===== config.mk =====
export PLATFORM = sky130hd
export DESIGN_NAME = h264_rtp_fu_a_depacketizer
export DESIGN_NICKNAME = d
export VERILOG_FILES = /design/src/h264fua_pkg.sv /design/src/h264fua_front.sv /design/src/h264fua_cmd_fifo.sv /design/src/h264fua_back.sv /design/src/h264_rtp_fu_a_depacketizer.sv
export SDC_FILE = /design/constraint.sdc
export NUM_CORES = 1
export LEC_CHECK = 0
export BUFFER_PORTS_ARGS = -buffer_cell sky130_fd_sc_hd__buf_2
export CORE_UTILIZATION = 35
export DETAILED_ROUTE_END_ITERATION = 6
export PLACE_DENSITY_LB_ADDON = 0.15
export SYNTH_ARGS = -nofsm -noshare
export SYNTH_HDL_FRONTEND = slang
export SYNTH_SLANG_ARGS = --single-unit

===== constraint.sdc =====
create_clock -name clk -period 3.75 [get_ports clk]
set_input_delay 0.75 -clock clk [delete_from_list [all_inputs] [get_ports clk]]
set_output_delay 0.75 -clock clk [all_outputs]
set_load 0.1 [all_outputs]

===== src/h264fua_pkg.sv =====
// Shared types and constants for the H.264 FU-A to Annex B converter.
// No dependencies; every module of the block refers to this package by scoped name.
package h264fua_pkg;

  localparam logic [7:0] TYPE_MASK  = 8'b0001_1111;
  localparam logic [7:0] START_BIT  = 8'b1000_0000;
  localparam logic [7:0] NRI_MASK   = 8'b1110_0000;
  localparam logic [4:0] FU_A_TYPE  = 5'd28;
  localparam logic [7:0] START_ZERO = 8'h00;
  localparam logic [7:0] START_ONE  = 8'h01;

  localparam int IDX_W = 3;

  typedef struct packed {
    logic [7:0] data_byte;
    logic       packet_end;
  } in_item_t;

  typedef struct packed {
    logic [7:0] out_byte;
    logic       run_last;
    logic       code_start;
  } out_item_t;

  typedef enum logic [2:0] {
    POS_FIRST  = 3'b001,
    POS_SECOND = 3'b010,
    POS_REST   = 3'b100
  } pos_t;

  typedef enum logic [1:0] {
    CMD_PASS     = 2'd0,
    CMD_FU_START = 2'd1,
    CMD_FULL     = 2'd2
  } cmd_kind_t;

  typedef struct packed {
    cmd_kind_t  kind;
    logic [7:0] first;
    logic [7:0] second;
  } cmd_t;

  typedef struct packed {
    logic valid;
    cmd_t cmd;
  } cmd_wr_t;

  function automatic logic [IDX_W-1:0] cmd_len(cmd_kind_t kind);
    logic [IDX_W-1:0] len;
    unique case (kind)
      CMD_FU_START: len = IDX_W'(4);
      CMD_FULL:     len = IDX_W'(5);
      default:      len = IDX_W'(1);
    endcase
    return len;
  endfunction

endpackage


===== src/h264fua_front.sv =====
// Front end: tracks the byte position in a packet, holds byte 0, and turns
// each payload byte into at most one emit command. Uses h264fua_pkg.
module h264fua_front (
  input  logic                  clk,
  input  logic                  rst,
  input  logic                  accept,
  input  h264fua_pkg::in_item_t packet_byte,
  output h264fua_pkg::cmd_wr_t  cmd_wr
);

  h264fua_pkg::pos_t pos, pos_next;
  logic [7:0]        held_first_byte, held_first_byte_next;

  always_comb begin
    pos_next             = pos;
    held_first_byte_next = held_first_byte;
    cmd_wr.valid         = 1'b0;
    cmd_wr.cmd.kind      = h264fua_pkg::CMD_PASS;
    cmd_wr.cmd.first     = held_first_byte;
    cmd_wr.cmd.second    = packet_byte.data_byte;
    if (accept) begin
      unique case (pos)
        h264fua_pkg::POS_FIRST: begin
          held_first_byte_next = packet_byte.data_byte;
          pos_next             = h264fua_pkg::POS_SECOND;
        end
        h264fua_pkg::POS_SECOND: begin
          if (held_first_byte[4:0] == h264fua_pkg::FU_A_TYPE) begin
            if ((packet_byte.data_byte & h264fua_pkg::START_BIT) != 8'd0) begin
              cmd_wr.valid     = 1'b1;
              cmd_wr.cmd.kind  = h264fua_pkg::CMD_FU_START;
              cmd_wr.cmd.first = (held_first_byte & h264fua_pkg::NRI_MASK) |
                                 (packet_byte.data_byte & h264fua_pkg::TYPE_MASK);
            end
          end else begin
            cmd_wr.valid    = 1'b1;
            cmd_wr.cmd.kind = h264fua_pkg::CMD_FULL;
          end
          pos_next = h264fua_pkg::POS_REST;
        end
        default: begin
          cmd_wr.valid = 1'b1;
          pos_next     = h264fua_pkg::POS_REST;
        end
      endcase
      if (packet_byte.packet_end) begin
        pos_next = h264fua_pkg::POS_FIRST;
      end
    end
  end

  always_ff @(posedge clk) begin
    if (rst) begin
      pos <= h264fua_pkg::POS_FIRST;
    end else begin
      pos <= pos_next;
    end
  end

  always_ff @(posedge clk) begin
    held_first_byte <= held_first_byte_next;
  end

endmodule


===== src/h264fua_cmd_fifo.sv =====
// Command queue between the front end and the output sequencer.
// Register storage of DEPTH commands; uses h264fua_pkg.
module h264fua_cmd_fifo #(
  parameter int DEPTH = 4
) (
  input  logic                 clk,
  input  logic                 rst,
  input  h264fua_pkg::cmd_wr_t cmd_wr,
  input  logic                 rd_en,
  output h264fua_pkg::cmd_t    head,
  output logic                 full,
  output logic                 empty
);

  localparam int PTR_W = $clog2(DEPTH);
  localparam int CNT_W = $clog2(DEPTH + 1);

  h264fua_pkg::cmd_t mem [DEPTH];
  logic [PTR_W-1:0]  wptr, rptr;
  logic [CNT_W-1:0]  count;
  logic              wr_go, rd_go;

  assign full  = (count == CNT_W'(DEPTH));
  assign empty = (count == '0);
  assign wr_go = cmd_wr.valid && !full;
  assign rd_go = rd_en && !empty;
  assign head  = mem[rptr];

  always_ff @(posedge clk) begin
    if (wr_go) begin
      mem[wptr] <= cmd_wr.cmd;
    end
  end

  always_ff @(posedge clk) begin
    if (rst) begin
      wptr  <= '0;
      rptr  <= '0;
      count <= '0;
    end else begin
      if (wr_go) begin
        wptr <= (wptr == PTR_W'(DEPTH - 1)) ? '0 : wptr + PTR_W'(1);
      end
      if (rd_go) begin
        rptr <= (rptr == PTR_W'(DEPTH - 1)) ? '0 : rptr + PTR_W'(1);
      end
      if (wr_go && !rd_go) begin
        count <= count + CNT_W'(1);
      end else if (rd_go && !wr_go) begin
        count <= count - CNT_W'(1);
      end
    end
  end

  a_count_bound: assert property (@(posedge clk) disable iff (rst)
    count <= CNT_W'(DEPTH))
    else $error("command queue count out of range");

  a_count_up: assert property (@(posedge clk) disable iff (rst)
    (wr_go && !rd_go) |=> (count == $past(count) + CNT_W'(1)))
    else $error("command queue count did not advance on write");

endmodule


===== src/h264fua_back.sv =====
// Output sequencer: expands the command at the queue head into one to five
// stream bytes and retires it when its last byte is taken. Uses h264fua_pkg.
module h264fua_back (
  input  logic                   clk,
  input  logic                   rst,
  input  h264fua_pkg::cmd_t      head,
  input  logic                   head_empty,
  input  logic                   pop,
  output logic                   head_done,
  output h264fua_pkg::out_item_t stream_byte
);

  logic [h264fua_pkg::IDX_W-1:0] idx, len;
  logic                          take;

  assign len                    = h264fua_pkg::cmd_len(head.kind);
  assign take                   = pop && !head_empty;
  assign stream_byte.run_last   = (idx == len - h264fua_pkg::IDX_W'(1));
  assign stream_byte.code_start = (head.kind != h264fua_pkg::CMD_PASS) &&
                                  (idx == '0);
  assign head_done              = take && stream_byte.run_last;

  always_comb begin
    if (head.kind == h264fua_pkg::CMD_PASS) begin
      stream_byte.out_byte = head.second;
    end else begin
      case (idx)
        3'd0, 3'd1: stream_byte.out_byte = h264fua_pkg::START_ZERO;
        3'd2:       stream_byte.out_byte = h264fua_pkg::START_ONE;
        3'd3:       stream_byte.out_byte = head.first;
        default:    stream_byte.out_byte = head.second;
      endcase
    end
  end

  always_ff @(posedge clk) begin
    if (rst) begin
      idx <= '0;
    end else if (head_done) begin
      idx <= '0;
    end else if (take) begin
      idx <= idx + h264fua_pkg::IDX_W'(1);
    end
  end

  a_idx_in_cmd: assert property (@(posedge clk) disable iff (rst)
    !head_empty |-> (idx < len))
    else $error("sequencer index beyond command length");

  a_idx_idle: assert property (@(posedge clk) disable iff (rst)
    head_empty |-> (idx == '0))
    else $error("sequencer index not cleared while queue is empty");

  a_idx_restart: assert property (@(posedge clk) disable iff (rst)
    head_done |=> (idx == '0))
    else $error("sequencer index not cleared after retiring a command");

endmodule


===== src/h264_rtp_fu_a_depacketizer.sv =====
// Top level of the H.264 RTP payload to Annex B converter.
// Instantiates h264fua_front, h264fua_cmd_fifo and h264fua_back; uses h264fua_pkg.
//
// Payload bytes enter one per cycle (push while full is low) with packet_end on the
// last byte of each packet. Each byte becomes at most one command in a queue of
// DEPTH entries (2 or more); the output sequencer expands a command into one stream
// byte for a plain payload byte, four bytes (start code plus rebuilt NAL header) for
// an FU-A start fragment, or five bytes (start code, byte 0, byte 1) for the head of
// a packet that is not FU-A. The output side delivers one byte per cycle while pop
// is high, so input throughput is one byte per cycle except while the queue refills
// after packet heads, which expand into extra output bytes. A result can be taken the
// cycle after its byte was accepted. Bytes 0 and 1 of a packet never produce output
// at once: byte 0 is held until byte 1 arrives, and one-byte packets are dropped.
module h264_rtp_fu_a_depacketizer #(
  parameter int DEPTH = 4
) (
  input  logic                   clk,
  input  logic                   rst,
  input  logic                   push,
  output logic                   full,
  input  h264fua_pkg::in_item_t  packet_byte,
  output logic                   empty,
  input  logic                   pop,
  output h264fua_pkg::out_item_t stream_byte
);

  h264fua_pkg::cmd_wr_t cmd_wr;
  h264fua_pkg::cmd_t    head;
  logic                 head_done;
  logic                 accept;

  assign accept = push && !full;

  h264fua_front u_front (
    .clk         (clk),
    .rst         (rst),
    .accept      (accept),
    .packet_byte (packet_byte),
    .cmd_wr      (cmd_wr)
  );

  h264fua_cmd_fifo #(
    .DEPTH (DEPTH)
  ) u_fifo (
    .clk    (clk),
    .rst    (rst),
    .cmd_wr (cmd_wr),
    .rd_en  (head_done),
    .head   (head),
    .full   (full),
    .empty  (empty)
  );

  h264fua_back u_back (
    .clk         (clk),
    .rst         (rst),
    .head        (head),
    .head_empty  (empty),
    .pop         (pop),
    .head_done   (head_done),
    .stream_byte (stream_byte)
  );

endmodule


* Word level (Yosys, flattened, before mapping) *
Memories as Yosys holds them, arrays and structs flattened. A register that Yosys moved wholly into a read port is not among the register bits.
Cells that the tools add are included.

cells by class
  $add $sub $neg = 6
  multiply operators = 0
  divide/modulo/power cells = 0
  magnitude comparators = 0
  equal/unequal tests = 12
  shift-type cells = 0
  muxes and demuxes = 19
  bitwise logic cells = 1
  reductions and logical operators = 20

operator list
  operator             count
  $pmux 8 s3           1
  $mux 11              2
  $mux 8               2
  $mux 3               5
  $mux 10              1
  $eq 3x2->1 const B   3
  $logic_and 1x1->1    8
  $mux 2               4
  $or 8x5->8           1
  $add 3x1->3 const B  2
  $eq 2x2->1 const B   3
  $eq 3x1->1 const B   2
  $logic_not 3->1      2
  $pmux 3 s2           1
  $sub 3x1->3 const B  2
  $eq 5x5->1 const B   1
  $add 2x1->2 const B  2
  $logic_not 1->1      4
  $reduce_bool 2->1    2
  $reduce_or 2->1      2
  $eq 3x3->1           1
  $eq 3x3->1 const B   1
  $eq 2x1->1 const B   1
  $logic_not 2->1      1
  other kinds (3)      4

storage, ports and cells
  register bits = 21
  bits in latches = 0
  memory bits (writable) = 72
  bits in read-only memories = 0
  input port bits = 13
  output and inout port bits = 12
  word-level logic and storage cells = 65
  memories = 1

memories
  memory      words  bits a word  read ports  clocked after Yosys merged registers in  write ports  RTL line                text
  u_fifo.mem  4      18           1           1                                        1            h264fua_cmd_fifo.sv:18  h264fua_pkg::cmd_t mem [DEPTH];

* Logic depth before layout (Yosys ltp) *
  word-level depth = 10
  mapped depth = 11
  gate-level depth less buffers = 10

* By module *
From an unflattened synthesis, not the netlist that was laid out.

unflattened totals
  cell total of the unflattened synthesis = 240
  area total of the unflattened synthesis = 4080.2 um2

by module, submodules not included
  module                      times used  cells an instance  area an instance (um2)
  h264fua_cmd_fifo            1           144                3099.2
  h264fua_front               1           47                 561.8
  h264fua_back                1           48                 405.4
  h264_rtp_fu_a_depacketizer  1           1                  13.8

* Worst setup path after synthesis *
Ideal clock, no wire load.

  kind = reg2reg
  start point = reg u_fifo.count[0]
  end point = reg u_fifo.count[2]
  library setup time = 0.071 ns
  data arrival time = 4.263 ns
  required time = 3.679 ns
  path slack = -0.583 ns
  cell stages (with the launch flop) = 10
  buffers on the path = 0
  cell sequence = dfxtp_1 nor3_1 nor2b_1 nand2_1 ha_1 inv_1 fa_1 xor2_1 or3_1 a21oi_1

on the way
  word-level cells in the longest chain between the ends = 8
  elaborated cells between the ends (all ways) = 19
  classes of those cells = add/sub (2); eq/ne (1); mux (3); reduce/logical (13)

RTL lines
  what                                                RTL line                                    text
  start: declaration                                  h264fua_cmd_fifo.sv:20                      logic [CNT_W-1:0] count;
  start signal: assignment                            h264fua_cmd_fifo.sv:48                      count <= count + CNT_W'(1);
  start signal: assignment                            h264fua_cmd_fifo.sv:50                      count <= count - CNT_W'(1);
  $logic_not 3->1 *                                   h264fua_cmd_fifo.sv:24                      assign empty = (count == '0);
  net empty                                           h264_rtp_fu_a_depacketizer.sv:22            output logic empty,
  $logic_not 1->1 *                                   h264fua_cmd_fifo.sv:26, h264fua_back.sv:17
  $logic_and 1x1->1                                   h264fua_back.sv:17                          assign take = pop && !head_empty;
  $logic_and 1x1->1                                   h264fua_back.sv:21                          assign head_done = take && stream_byte.run_last;
  $logic_and 1x1->1 *                                 h264fua_cmd_fifo.sv:26                      assign rd_go = rd_en && !empty;
  $logic_not 1->1                                     h264fua_cmd_fifo.sv:47                      if (wr_go && !rd_go) begin
  $logic_and 1x1->1                                   h264fua_cmd_fifo.sv:47
  $mux 3 / $reduce_bool 2->1 (equally long branches)  -

Mark *: on every way through the listed nets, which the timed path passes. The rest lies on a longest branch. The select of a mux whose other input is x is not followed.
A chain may end at the register's enable or synchronous reset.

==> flow_summary.toml <==
[cts]
clk_root_buffer_cell = "clkbuf_8"
clock_input_transition_at_the_sequential_cells_of_the_worst_setup_and_hold_paths_ns = 0.09
cts_hold_bufs = 0
cts_made_buffers = 9
cts_post_setup_buffers_inserted = 0
post_cts_resized = 0
cts_tree = "built"
ctsHtreeMaxLevel = 3
clock_latency_ns = 0.36
cts.path.max_buffers = 2
cts.sink_count = 95

[floorplanning]
std_cell_rows = 38
io-pin-count = 25
start_util = 0.359
die-area_mm2 = 0.0116
die_ht_um = 107
core_area_mm2 = 0.0108
die_width_um = 107

[critical_path]
worst-path-max-fanout = 17
setup.worst_path.start_class = "flip-flop"
critPathArrivalTime_ns = 2.25
worst_ep_required_time_ns = 3.00
critical_path_class = "flip-flop to output port"
timing.critical_path.to_type = "output port"

[power]
clockPowerShare = 0.226
p_comb_frac = 0.342
power_frac_seq = 0.432
power.ir.vdd_worst_v = 0.000225
netSwitchingFraction = 0.364
leakagePower_nw = 1.54
p_int_mw = 1.93
net_switching_power_mw = 1.11
report.power.total_mw = 3.04
cellPowerDensity_mw_per_mm2 = 665

[timing]
timing.final.setup_violations = 0
clock.fmax_mhz = 333
worst_slew_margin_rel = 0.564
timing_worst_slew_pin_value_ns = 0.645
final_min_period_over_clock_period = 0.800
postLayoutSetupSlackWorst_ns = 0.750
final.setup_skew_ns = 0.0115
final_worst_path_period_need_ns = 3.00
final_hold_viol_count = 0
timing.final.max_slew_violations = 0
rsz0062_at_grt = "no"
final.setup.tns_ns = 0

[global_route]
antenna_violations_before_repair = 0
grt_pass1_wl_um = 11300
grt_start_max_net_pins = 19
grt_overflow_total = 0
number_of_global_route_vias_before_repair = 2080
track_usage = 0.137

[synth]
syn-mean-instance-area_um2 = 16.3
synth-async-reset-ratio = 0
synth_top_area_share = 0.617
synth.distinct_cells = 40
seq_area_frac_synth = 0.694
synth-edff-count = 80
ff_latch_count_synth = 95
synthDominantAreaCellType = "edfxtp_1"
synth_flop_cell = "edfxtp_1"
syn_area_mm2 = 0.00389
netlist_top_cells_area = "edfxtp_1 62%, mux4_2 10%, dfxtp_1 7.7%, ha_1 3.2%, nand2_1 2.3%"
syn-instance-count = 239
yosysWarnings = 0
net_count_synth = 263

[layout]
design_area_mm2 = 0.00457
num-fill-cells = 993
diodes = 0
design.final.nets = 299
drive_above_1_share = 0.254
area_growth_pct = 17.3

[detailed_routing]
drt-pass1-iter-count = 6
route.detailed.vias_per_inst = 4.81
remaining_drc_errors = 1
drt_first_iter_violations = 103
route.antenna.remaining_nets = 0
vias = 2022
routed_wire_length_um = 7140
wl_per_cell_um = 17.0

[place]
dp_slack_ns = 0.711
rd_place_congestion = 0.732
detailed_place.area_mm2 = 0.00436
port_buffers = 24
detailed_place_hpwl_um = 4510

[min_path]
worst_hold_path_type = "flip-flop to flip-flop"
hold_path.startpoint = "u_front.pos[0]$_SDFFE_PP1N_"

[flow_run]
cap_viol_max_count = 0

[run_status]
outcome = "complete, but fails checks"
failed_checks = "DRC"
final timing paths:
path                                                     end  slack [ns]  cells after the start
worst min register to register   u_front.pos[0]$_SDFFE_PP1N_        0.50                      2
worst max-delay path                          stream_byte[2]        0.75                      6
worst min-delay path             u_front.pos[0]$_SDFFE_PP1N_        0.50                      2
worst max register to register  u_fifo.count[2]$_SDFFE_PP0P_        0.75                     10
through the flow:
| stage | std cells | utilization | hold slack [ns] |
|---|---|---|---|
| 2_1_floorplan | 239 | - | 0.456 |
| 3_3_place_gp | 404 | 0.402 | 0.476 |
| 3_5_place_dp | 404 | 0.402 | 0.485 |
| 4_1_cts | 420 | 0.421 | 0.500 |
| 5_1_grt | 420 | 0.421 | 0.540 |
| 6_report | 420 | 0.421 | 0.502 |
cells in the mapped netlist (2+ instances only):
cell type,number
inv_1,10
a21oi_1,10
nand2_1,24
a21o_1,2
ha_1,10
mux2_2,3
nor3b_1,3
clkbuf_1,3
o21ai_0,10
mux2i_1,2
nor3_1,4
or3_1,3
nor2b_1,4
dfxtp_1,15
nand2b_1,4
nor2_1,7
mux4_2,18
and2_1,4
edfxtp_1,80
nor4b_1,2
xor2_1,2
layout make-up:
type	count	area, um^2	area share
Multi-Input combinational cell	127	1130	0.247
Tap cell	140	175	0.0383
Inverter	10	37.5	0.00822
Sequential cell	95	2700	0.592
Timing Repair Buffer	32	315	0.0690
Clock inverter	6	81.3	0.0178
Clock buffer	10	128	0.0279
state kept, by name, summed over array words and instances (netlist names), named ones only:
| name | cells |
|---|---|
| u_fifo.mem | 72 |
| u_front.held_first_byte | 8 |
| u_back.idx | 3 |
| u_fifo.count | 3 |
| u_front.pos | 3 |
| u_fifo.rptr | 2 |
| u_fifo.wptr | 2 |
cell families after synthesis:
family	share of synthesized area
buf+inv	0.0190
compound gates	0.0440
simple gates	0.0813
xor+xnor	0.00675
fa+ha+maj	0.0373
flops	0.694
mux	0.118
power by group through the flow:
stage	sequential, mW	clock [mW]	combinational, mW
6_report	1.31	0.687	1.04
5_1_grt	1.33	0.755	1.11
4_1_cts	1.31	0.711	1.05
3_5_place_dp	1.34	0	1.05
3_3_place_gp	1.34	0	1.05
2_1_floorplan	1.32	0	0.775
critical path, stage by stage, from the launching register on:
cell     delay (ns)
dfxtp_1        0.56
mux4_2         0.43
o21ai_1        0.16
buf_4          0.26
nand2_1        0.07
o21ai_0        0.17
buf_12         0.23
per-layer routing:
metal	global-route usage	vias up	share of wire
met5	0	-	0
met4	0.0440	0	0.012
met3	0.0412	6	0.034
met2	0.214	35	0.49
met1	0.184	996	0.47
li1	-	985	-
layout by cell type (no fill, tap or decap), types with 7 or more instances in the layout:
| cell type | count |
|---|---|
| a21oi_1 | 10 |
| clkbuf_8 | 9 |
| buf_4 | 8 |
| buf_12 | 9 |
| buf_2 | 15 |
| mux4_2 | 18 |
| o21ai_0 | 7 |
| dfxtp_1 | 15 |
| ha_1 | 10 |
| nor2_1 | 7 |
| inv_1 | 10 |
| nand2_1 | 24 |
| edfxtp_1 | 80 |
Power figures use the tool's default switching activity.
